--- config.mk ---
export PLATFORM = sky130hd
export DESIGN_NAME = lphm_probe_ctrl
export DESIGN_NICKNAME = d
export VERILOG_FILES = /design/src/rtl/core/lphm_pkg.sv /design/src/rtl/core/lphm_probe_ctrl.sv
export SDC_FILE = /design/constraint.sdc
export NUM_CORES = 1
export LEC_CHECK = 0
export ABC_AREA = 1
export BUFFER_PORTS_ARGS = -buffer_cell sky130_fd_sc_hd__buf_2
export CAP_MARGIN = 25
export CORE_ASPECT_RATIO = 0.5
export CORE_MARGIN = 2
export CORE_UTILIZATION = 53
export CTS_BUF_LIST = sky130_fd_sc_hd__clkbuf_4
export DETAILED_ROUTE_END_ITERATION = 10
export HOLD_SLACK_MARGIN = 0.08
export PLACE_DENSITY_LB_ADDON = 0.1
export SYNTH_ARGS = -nofsm -noshare
export SYNTH_HDL_FRONTEND = slang
export SYNTH_SLANG_ARGS = --single-unit
export TNS_END_PERCENT = 1
--- constraint.sdc ---
create_clock -name clk -period 4.1 [get_ports clk]
set_clock_uncertainty 0.05 [all_clocks]
set_input_delay 0.82 -clock clk [delete_from_list [all_inputs] [get_ports clk]]
set_output_delay 0.82 -clock clk [all_outputs]
set_load 0.005 [all_outputs]
--- src/rtl/core/lphm_pkg.sv ---
// ----------------------------------------------------------------------------
// lphm_pkg
// Shared types and constants of the linear probing hash map unit.
// ----------------------------------------------------------------------------
package lphm_pkg;

	// number of slots, a power of two
	localparam int SLOTS   = 256;
	localparam int IDX_W   = $clog2(SLOTS);
	localparam int LIMIT_W = 8;
	localparam int CNT_W   = LIMIT_W + 1;
	localparam int KEY_W   = 32;
	localparam int VAL_W   = 64;
	localparam int SIDX_W  = 8;
	localparam int STAT_W  = 3;

	localparam logic [LIMIT_W-1:0] LIMIT_RESET = LIMIT_W'(192);

	localparam logic MODE_GET = 1'b0;
	localparam logic MODE_SET = 1'b1;

	localparam logic [STAT_W-1:0] ST_MISS     = 3'd0;
	localparam logic [STAT_W-1:0] ST_HIT      = 3'd1;
	localparam logic [STAT_W-1:0] ST_UPDATED  = 3'd2;
	localparam logic [STAT_W-1:0] ST_INSERTED = 3'd3;
	localparam logic [STAT_W-1:0] ST_FULL     = 3'd4;

	typedef struct packed {
		logic             mode;
		logic [KEY_W-1:0] key_hash;
		logic [VAL_W-1:0] value_in;
	} req_t;

	typedef struct packed {
		logic [STAT_W-1:0] status;
		logic [VAL_W-1:0]  value_out;
		logic [SIDX_W-1:0] slot_index;
	} rsp_t;

	typedef struct packed {
		logic             key_en;
		logic             val_en;
		logic [IDX_W-1:0] addr;
		logic [KEY_W-1:0] key;
		logic [VAL_W-1:0] value;
	} mem_wr_t;

endpackage

--- src/rtl/core/lphm_probe_ctrl.sv ---
// ----------------------------------------------------------------------------
// lphm_probe_ctrl
// Probe sequencer: walks the slots one per cycle, holds valid bits and count.
// ----------------------------------------------------------------------------
module lphm_probe_ctrl (
	input  logic                          clk,
	input  logic                          arst_n,
	input  logic                          req_valid,
	output logic                          req_stall,
	input  lphm_pkg::req_t                req,
	input  logic [lphm_pkg::LIMIT_W-1:0]  limit,
	input  logic                          out_free,
	output logic                          push,
	output lphm_pkg::rsp_t                rsp,
	output logic [lphm_pkg::IDX_W-1:0]    rd_addr,
	input  logic [lphm_pkg::KEY_W-1:0]    rd_key,
	input  logic [lphm_pkg::VAL_W-1:0]    rd_val,
	output lphm_pkg::mem_wr_t             wr
);

	typedef enum logic [1:0] {IDLE, PROBE, HOLD} state_t;

	state_t                       state_q;
	logic [lphm_pkg::IDX_W-1:0]   idx_q;
	logic [lphm_pkg::IDX_W-1:0]   nprobe_q;
	logic [lphm_pkg::CNT_W-1:0]   count_q;
	logic [lphm_pkg::SLOTS-1:0]   valid_q;
	lphm_pkg::req_t               req_q;
	lphm_pkg::rsp_t               res_q;

	logic                         accept;
	logic [lphm_pkg::IDX_W-1:0]   idx_nx;
	logic                         slot_used;
	logic                         stop;
	logic                         last;
	logic                         done;
	logic [lphm_pkg::IDX_W-1:0]   where;
	logic                         room;
	logic                         ins;
	lphm_pkg::rsp_t               dec;

	assign accept    = req_valid && (state_q == IDLE);
	assign req_stall = (state_q != IDLE);
	assign idx_nx    = idx_q + 1'b1;
	assign slot_used = valid_q[idx_q];
	assign stop      = !slot_used || (rd_key == req_q.key_hash);
	assign last      = (nprobe_q == '1);
	assign done      = (state_q == PROBE) && (stop || last);
	// an exhausted probe wraps back to its start slot
	assign where     = stop ? idx_q : idx_nx;
	assign room      = (count_q < lphm_pkg::CNT_W'(limit));
	assign ins       = done && (req_q.mode == lphm_pkg::MODE_SET) && stop && !slot_used
		&& room;

	always_comb begin
		dec.value_out  = '0;
		dec.slot_index = lphm_pkg::SIDX_W'(where);
		if (req_q.mode == lphm_pkg::MODE_GET) begin
			if (stop && slot_used) begin
				dec.status    = lphm_pkg::ST_HIT;
				dec.value_out = rd_val;
			end else begin
				dec.status = lphm_pkg::ST_MISS;
			end
		end else if (!stop) begin
			dec.status = lphm_pkg::ST_FULL;
		end else if (slot_used) begin
			dec.status = lphm_pkg::ST_UPDATED;
		end else if (!room) begin
			dec.status = lphm_pkg::ST_FULL;
		end else begin
			dec.status = lphm_pkg::ST_INSERTED;
		end
	end

	always_comb begin
		wr.key_en = ins;
		wr.val_en = ins || (done && (req_q.mode == lphm_pkg::MODE_SET) && stop && slot_used);
		wr.addr   = where;
		wr.key    = req_q.key_hash;
		wr.value  = req_q.value_in;
	end

	// the next slot is read ahead while the current one is checked
	always_comb begin
		unique case (state_q)
			IDLE:    rd_addr = req.key_hash[lphm_pkg::IDX_W-1:0];
			PROBE:   rd_addr = idx_nx;
			default: rd_addr = idx_q;
		endcase
	end

	assign push = out_free && (done || (state_q == HOLD));
	assign rsp  = (state_q == HOLD) ? res_q : dec;

	always_ff @(posedge clk or negedge arst_n) begin
		if (!arst_n) begin
			state_q  <= IDLE;
			idx_q    <= '0;
			nprobe_q <= '0;
			count_q  <= '0;
			valid_q  <= '0;
		end else begin
			if (ins) begin
				valid_q[where] <= 1'b1;
				count_q        <= count_q + 1'b1;
			end
			unique case (state_q)
				IDLE: begin
					if (accept) begin
						idx_q    <= req.key_hash[lphm_pkg::IDX_W-1:0];
						nprobe_q <= '0;
						state_q  <= PROBE;
					end
				end
				PROBE: begin
					if (done) begin
						state_q <= out_free ? IDLE : HOLD;
					end else begin
						idx_q    <= idx_nx;
						nprobe_q <= nprobe_q + 1'b1;
					end
				end
				HOLD: begin
					if (out_free) begin
						state_q <= IDLE;
					end
				end
				default: state_q <= IDLE;
			endcase
		end
	end

	always_ff @(posedge clk) begin
		if (accept) begin
			req_q <= req;
		end
		if (done) begin
			res_q <= dec;
		end
	end

endmodule

== Word-level counts from Yosys, hierarchy flattened ==
Cells that the tools add are included.

* Register bits after elaboration: 455
* Output and inout bits: 191
* Logic and storage cells: 72

* $add $sub $neg: 3
* $lt $le $gt $ge: 4
* Equal/unequal tests: 8
* Multiplexer cells: 25
* Bitwise logic cells: 1
* Reductions and logical operators: 20

{| class="wikitable"
|+ Operators by type and width
! operator !! count
|-
| bitwise OR 256 bit || 1
|-
| 2-to-1 mux 64 bit || 2
|-
| 2-to-1 mux 75 bit || 1
|-
| one-hot mux 8 bit (2 select lines) || 3
|-
| 2-to-1 mux 8 bit || 5
|-
| == test 32 bit || 1
|-
| < comparator 8 x 9 -> 1 bit, second input constant || 2
|-
| adder 8 x 1 -> 8 bit, second input constant || 2
|-
| 2-to-1 mux 3 bit || 4
|-
| logical AND 1 bit || 10
|-
| adder 9 x 1 -> 9 bit, second input constant || 1
|-
| < comparator 9 x 8 -> 1 bit || 1
|-
| binary-select mux 1 bit (select 8 bit) || 1
|-
| demux 1 bit (select 8 bit) || 1
|-
| == test 8 bit, second input constant || 1
|-
| greater-or-equal comparator 8 x 1 -> 1 bit, second input constant || 1
|-
| 2-to-1 mux 2 bit || 4
|-
| != test 2 bit, second input constant || 4
|-
| one-hot mux 2 bit (3 select lines) || 1
|-
| AND reduction 3 bit || 2
|-
| logical OR 1 bit || 4
|-
| nonzero test 2 bit || 2
|-
| 2-to-1 mux 1 bit || 3
|-
| == test 2 x 1 -> 1 bit, second input constant || 1
|-
| 3 further kinds || 3
|}

== Depth between registers and ports, before layout ==
* Depth in word-level cells: 11
* Gate-level depth with buffers: 23
* Mapped depth without buffers: 19

== Least setup slack after synthesis ==
Ideal clock, no wire load.

* Kind: flip-flop to flip-flop
* Start: register idx_q[0] (netlist name)
* End: register res_q[0] (netlist name), enable pin
* Library setup time: 0.429 ns
* Data arrival time: 3.371 ns
* Setup slack: 0.250 ns
* Stages on the path, launching flop included: 16
* Cells stage by stage: dfrtp_1 -> buf_6 -> buf_4 -> buf_2 -> o211ai_1 -> nand3_1 -> nand3_1 -> nand2_1 -> a21oi_1 -> nand3_1 -> nand3_1 -> nand2_1 -> buf_6 -> nand3_1 -> nand2_1 -> inv_1

* Longest elaborated chain between the ends: 6

{| class="wikitable"
|+ Ends and longest elaborated chain
! item !! line !! text
|-
| start: declaration || lphm_probe_ctrl.sv:24 || <nowiki>logic [lphm_pkg::IDX_W-1:0] idx_q;</nowiki>
|-
| start signal: assignment || lphm_probe_ctrl.sv:111 || <nowiki>idx_q <= req.key_hash[lphm_pkg::IDX_W-1:0];</nowiki>
|-
| start signal: assignment || lphm_probe_ctrl.sv:120 || <nowiki>idx_q <= idx_nx;</nowiki>
|-
| binary-select mux 1 bit (select 8 bit) || lphm_probe_ctrl.sv:45 || <nowiki>assign slot_used = valid_q[idx_q];</nowiki>
|-
| 2-to-1 mux 1 bit (implied by the code) || lphm_probe_ctrl.sv:45 ||
|-
| zero test 1 bit || lphm_probe_ctrl.sv:46 || <nowiki>assign stop = !slot_used || (rd_key == req_q.key_hash);</nowiki>
|-
| logical OR 1 bit || lphm_probe_ctrl.sv:46 ||
|-
| logical OR 1 bit || lphm_probe_ctrl.sv:48 || <nowiki>assign done = (state_q == PROBE) && (stop || last);</nowiki>
|-
| logical AND 1 bit || lphm_probe_ctrl.sv:48 ||
|-
| net done || lphm_probe_ctrl.sv:36 || <nowiki>logic done;</nowiki>
|-
| end signal: assignment || lphm_probe_ctrl.sv:139 || <nowiki>res_q <= dec;</nowiki>
|-
| end: declaration || lphm_probe_ctrl.sv:29 || <nowiki>lphm_pkg::rsp_t res_q;</nowiki>
|}

The timed path passes the listed nets, and every way through them passes these cells. The select of a mux whose other input is x is not followed.
A chain may end at the register's enable or synchronous reset.

==> flow_summary.yaml <==
sta:
  timing_hold_violations_final: 0
  max_slew.worst_pin.slew_ns: 0.787
  fraction_of_the_cycle_the_final_worst_path_needs_pct: 109
  finalWorstSetupSlack_ns: -0.380
  clock.fmax_mhz: 223
  slew_headroom_pct: 47.5
  finalSetupViolations: 86
  rsz0062_at_grt: "yes"
  min_period_ns: 4.48
  final-max-slew-violation-count: 0
worst_setup_path:
  gate_family_responsible_for_the_most_delay_along_the_worst_path: "simple AND/OR/NAND/NOR gates"
  cell_repeated_most_along_the_worst_path: "sky130_fd_sc_hd__nand3_1"
  critical-path-max-stage-delay_ns: 0.58
  worstPathMaxFanout: 14
  critical_path_buf_inv_count: 5
  critical_path_arrival_ns: 3.61
  startpoint_class_of_the_critical_path: "flop"
  worst_path_required_time_ns: 3.23
  critPathKind: "reg2out"
  timing.critical_path.slowest_stage_cell: "sky130_fd_sc_hd__dfrtp_4"
  critical_path.endpoint_type: "output pin"
  cp_cell_sequence: "buf_4 > buf_4 > nand2_1 > nand3_1 > nand3_1 > nand3_1 > nand2_1 > nand3_1 > nand3_2 > nand3_2 > nand2_4 > nand3_4 > clkbuf_16 > buf_8 > nor2_1 > mux2_2 > buf_2"
synth:
  synth_common_cells: "579 x sky130_fd_sc_hd__nand2_1, 411 x sky130_fd_sc_hd__nand3_1, 378 x sky130_fd_sc_hd__inv_1"
  syn-cell-area_um2: 22900
  synth_sequential_area_ratio_pct: 53.5
  avgSynthCellArea_um2: 9.00
  yosys_most_used_dff: "sky130_fd_sc_hd__dfrtp_1"
  yosysMostFrequentCell: "sky130_fd_sc_hd__nand2_1"
  ys_types: 40
  yosys_register_bits: 455
  share_of_flip_flops_with_an_asynchronous_set_or_reset_after_synthesis_pct: 62.2
  synth-edff-count: 172
  synth_top_cell_by_area: "sky130_fd_sc_hd__dfrtp_1"
  ys_top_cells_by_area: "sky130_fd_sc_hd__dfrtp_1 31%, sky130_fd_sc_hd__edfxtp_1 23%, sky130_fd_sc_hd__nand2_1 9.5%"
  synth_cells: 2544
  synth.yosys.warnings: 0
  synth_top_area_share_pct: 30.9
  synth.net_count: 2759
job:
  drv_cap: 0
pwr:
  power_switching_w: 0.00835
  sw_frac_of_total_pct: 45.3
  cellInternalPower_w: 0.0101
  ir_drop_mv: 0.454
  fraction_of_power_consumed_by_the_clock_network_pct: 20.4
  comb_power_share_pct: 47.7
  total_chip_power_w: 0.0184
  p_per_area_nw_per_um2: 667
  power.static_leakage_nw: 13.2
  share_seq_of_total_power_pct: 32.0
floorplanning:
  die_span_x_um: 298
  die-height_um: 151
  fp.dieArea_um2: 45000
  ios: 396
  core.rowCount: 53
  floorplan.initialDensity_pct: 54.1
  design.core.area_um2: 42300
detailed_routing:
  ant_nets: 0
  drtIter0Drc: 1924
  routed-via-count: 19384
  average_vias_per_placed_instance: 5.32
  dr_wl_met3_um: 6150
  route.top_layer_used: "met4"
  detail_route.wirelength.met1_um: 31600
  drcViolationCount: 0
  drtPass1Iterations: 6
  met2RoutedLength_um: 36000
  wl_per_cell_um: 20.7
  finalWirelength_um: 75500
placement:
  placed_cells_incl_taps: 3344
  globalplace.congestion: 0.951
  placement.setup.worst_slack_ns: 0.338
  portBuffers: 395
  postPlaceCellArea_um2: 24700
  dp_hpwl_um: 47100
clocking:
  cts_root_buf: "sky130_fd_sc_hd__clkbuf_4"
  clock_tree_from_tritoncts: "yes"
  clock_latency_reported_for_the_late_side_of_the_worst_skew_pair_ns: 0.84
  cts_sinks: 455
  cts-root-to-sink-buffers: 3
  ctsHtreeMaxLevel: 3
  clk_transition_reported_paths_ns: 0.07
  cts_inserted_buffers: 105
layout:
  final_layout_size_suffix_gt1_share_pct: 27.7
  final_area_um2: 27600
  flow.area_growth_from_synthesis_pct: 20.7
  fillers: 3549
  nets: 3198
  final_cell_count_no_fill: 3642
status:
  run_status: "finished, violations left"
  violations: "negative setup slack"
global_route:
  grt_max_degree: 140
  track_usage_pct: 32.6
  first_global_vias: 18105
  antenna_found_initial: 3
  globalRouteOverflowTotal: 0
  grt_first_pass_wirelength_um: 111000
min_path:
  min-delay-path-class: "in2reg"
-- cell type report --
type	instances	area (um^2)	area share, %
multi-input combinational	1466	7820	28.3
timing repair buffer	570	4020	14.6
antenna	4	10.0	0.0362
tap	577	722	2.61
inverter	385	1470	5.30
clock buffer	152	1140	4.13
clock inverter	33	193	0.698
sequential	455	12300	44.4
-- timing repair --
item                                    in CTS  in global routing
cloned                                       3                 12
pin swaps                                    3                  5
setup buffers                                1                  6
endpoints found under the setup margin      87                 88
endpoints found under the hold margin      170                  4
gates resized for setup                     20                 73
hold buffers                                83                  4
-- placed cells by master (no fill, tap or decap), types with 25 or more instances in the layout --
master / netlist / final
sky130_fd_sc_hd__dlygate4sd3_1: 0 / 87
sky130_fd_sc_hd__inv_1: 378 / 376
sky130_fd_sc_hd__clkinv_1: 3 / 27
sky130_fd_sc_hd__buf_4: 142 / 51
sky130_fd_sc_hd__o211ai_1: 25 / 25
sky130_fd_sc_hd__nor2_1: 122 / 81
sky130_fd_sc_hd__o21ai_0: 43 / 38
sky130_fd_sc_hd__xor2_1: 32 / 32
sky130_fd_sc_hd__nor2_2: 1 / 40
sky130_fd_sc_hd__a21oi_1: 54 / 51
sky130_fd_sc_hd__nand3_1: 411 / 402
sky130_fd_sc_hd__buf_2: 52 / 393
sky130_fd_sc_hd__nand2_1: 579 / 573
sky130_fd_sc_hd__dfrtp_1: 283 / 279
sky130_fd_sc_hd__o21ai_1: 22 / 25
sky130_fd_sc_hd__mux2_2: 64 / 64
sky130_fd_sc_hd__nor2_4: 32 / 34
sky130_fd_sc_hd__edfxtp_1: 172 / 172
sky130_fd_sc_hd__clkbuf_4: 0 / 152
-- stage by stage --
stage / hold slack, ns / setup TNS [ns] / utilization (%)
floorplan: 0.372 / 0 / -
global placement: 0.382 / 0 / 58.4
detailed placement: 0.386 / 0 / 58.4
CTS: 0.0804 / -25.66 / 63.9
global route: 0.0816 / -42.30 / 65.3
finish: 0.154 / -24.27 / 65.3
-- cells by family (layout without fill, tap and decap cells) --
group	after synthesis	in the layout	synth area share, %
and+or+nand+nor	1194	1194	23.9
buffers and inverters	623	1140	13.5
DFF	455	455	53.5
AOI/OAI and AO/OA	157	157	3.87
muxes	64	64	3.15
xor gates and xnor gates	41	41	1.57
adders and majority gates	10	10	0.547
other	0	4	0
-- flip-flops by register name, summed over array words and instances (netlist names) --
signal	count
state_q	2
count_q	9
req_q	1
res_q	75
idx_q	8
valid_q	256
nprobe_q	8
wr	96
-- final timing paths --
kind | slack, ns | depth (start not counted) | start | endpoint
worst max register to register | 0.61 | 20 | idx_q[0] | valid_q[141]
worst min register to register | 0.40 | 2 | valid_q[159] | valid_q[159]
max in group asynchronous | 2.47 | 3 | arst_n | valid_q[4]
worst min-delay path | 0.15 | 1 | req[51] | wr[51]
min in group asynchronous | 0.54 | 2 | arst_n | valid_q[74]
worst max-delay path | -0.38 | 17 | idx_q[0] | rsp[41]
-- power by group through the flow --
stage,logic [W],registers (W),clock network [W]
after CTS,0.00837,0.00586,0.00379
final,0.00879,0.00589,0.00375
after global placement,0.00808,0.00593,0
after floorplan,0.00538,0.00586,0
after global routing,0.00928,0.00594,0.00406
after detailed placement,0.00805,0.00595,0
-- metal layers --
metal  up-vias  GRT usage (%)
li1       8942              -
met4         0           9.17
met5         -              0
met3       131           6.47
met2       864           53.1
met1      9447           44.7
No activity file was read; power rests on OpenSTA's default activity.
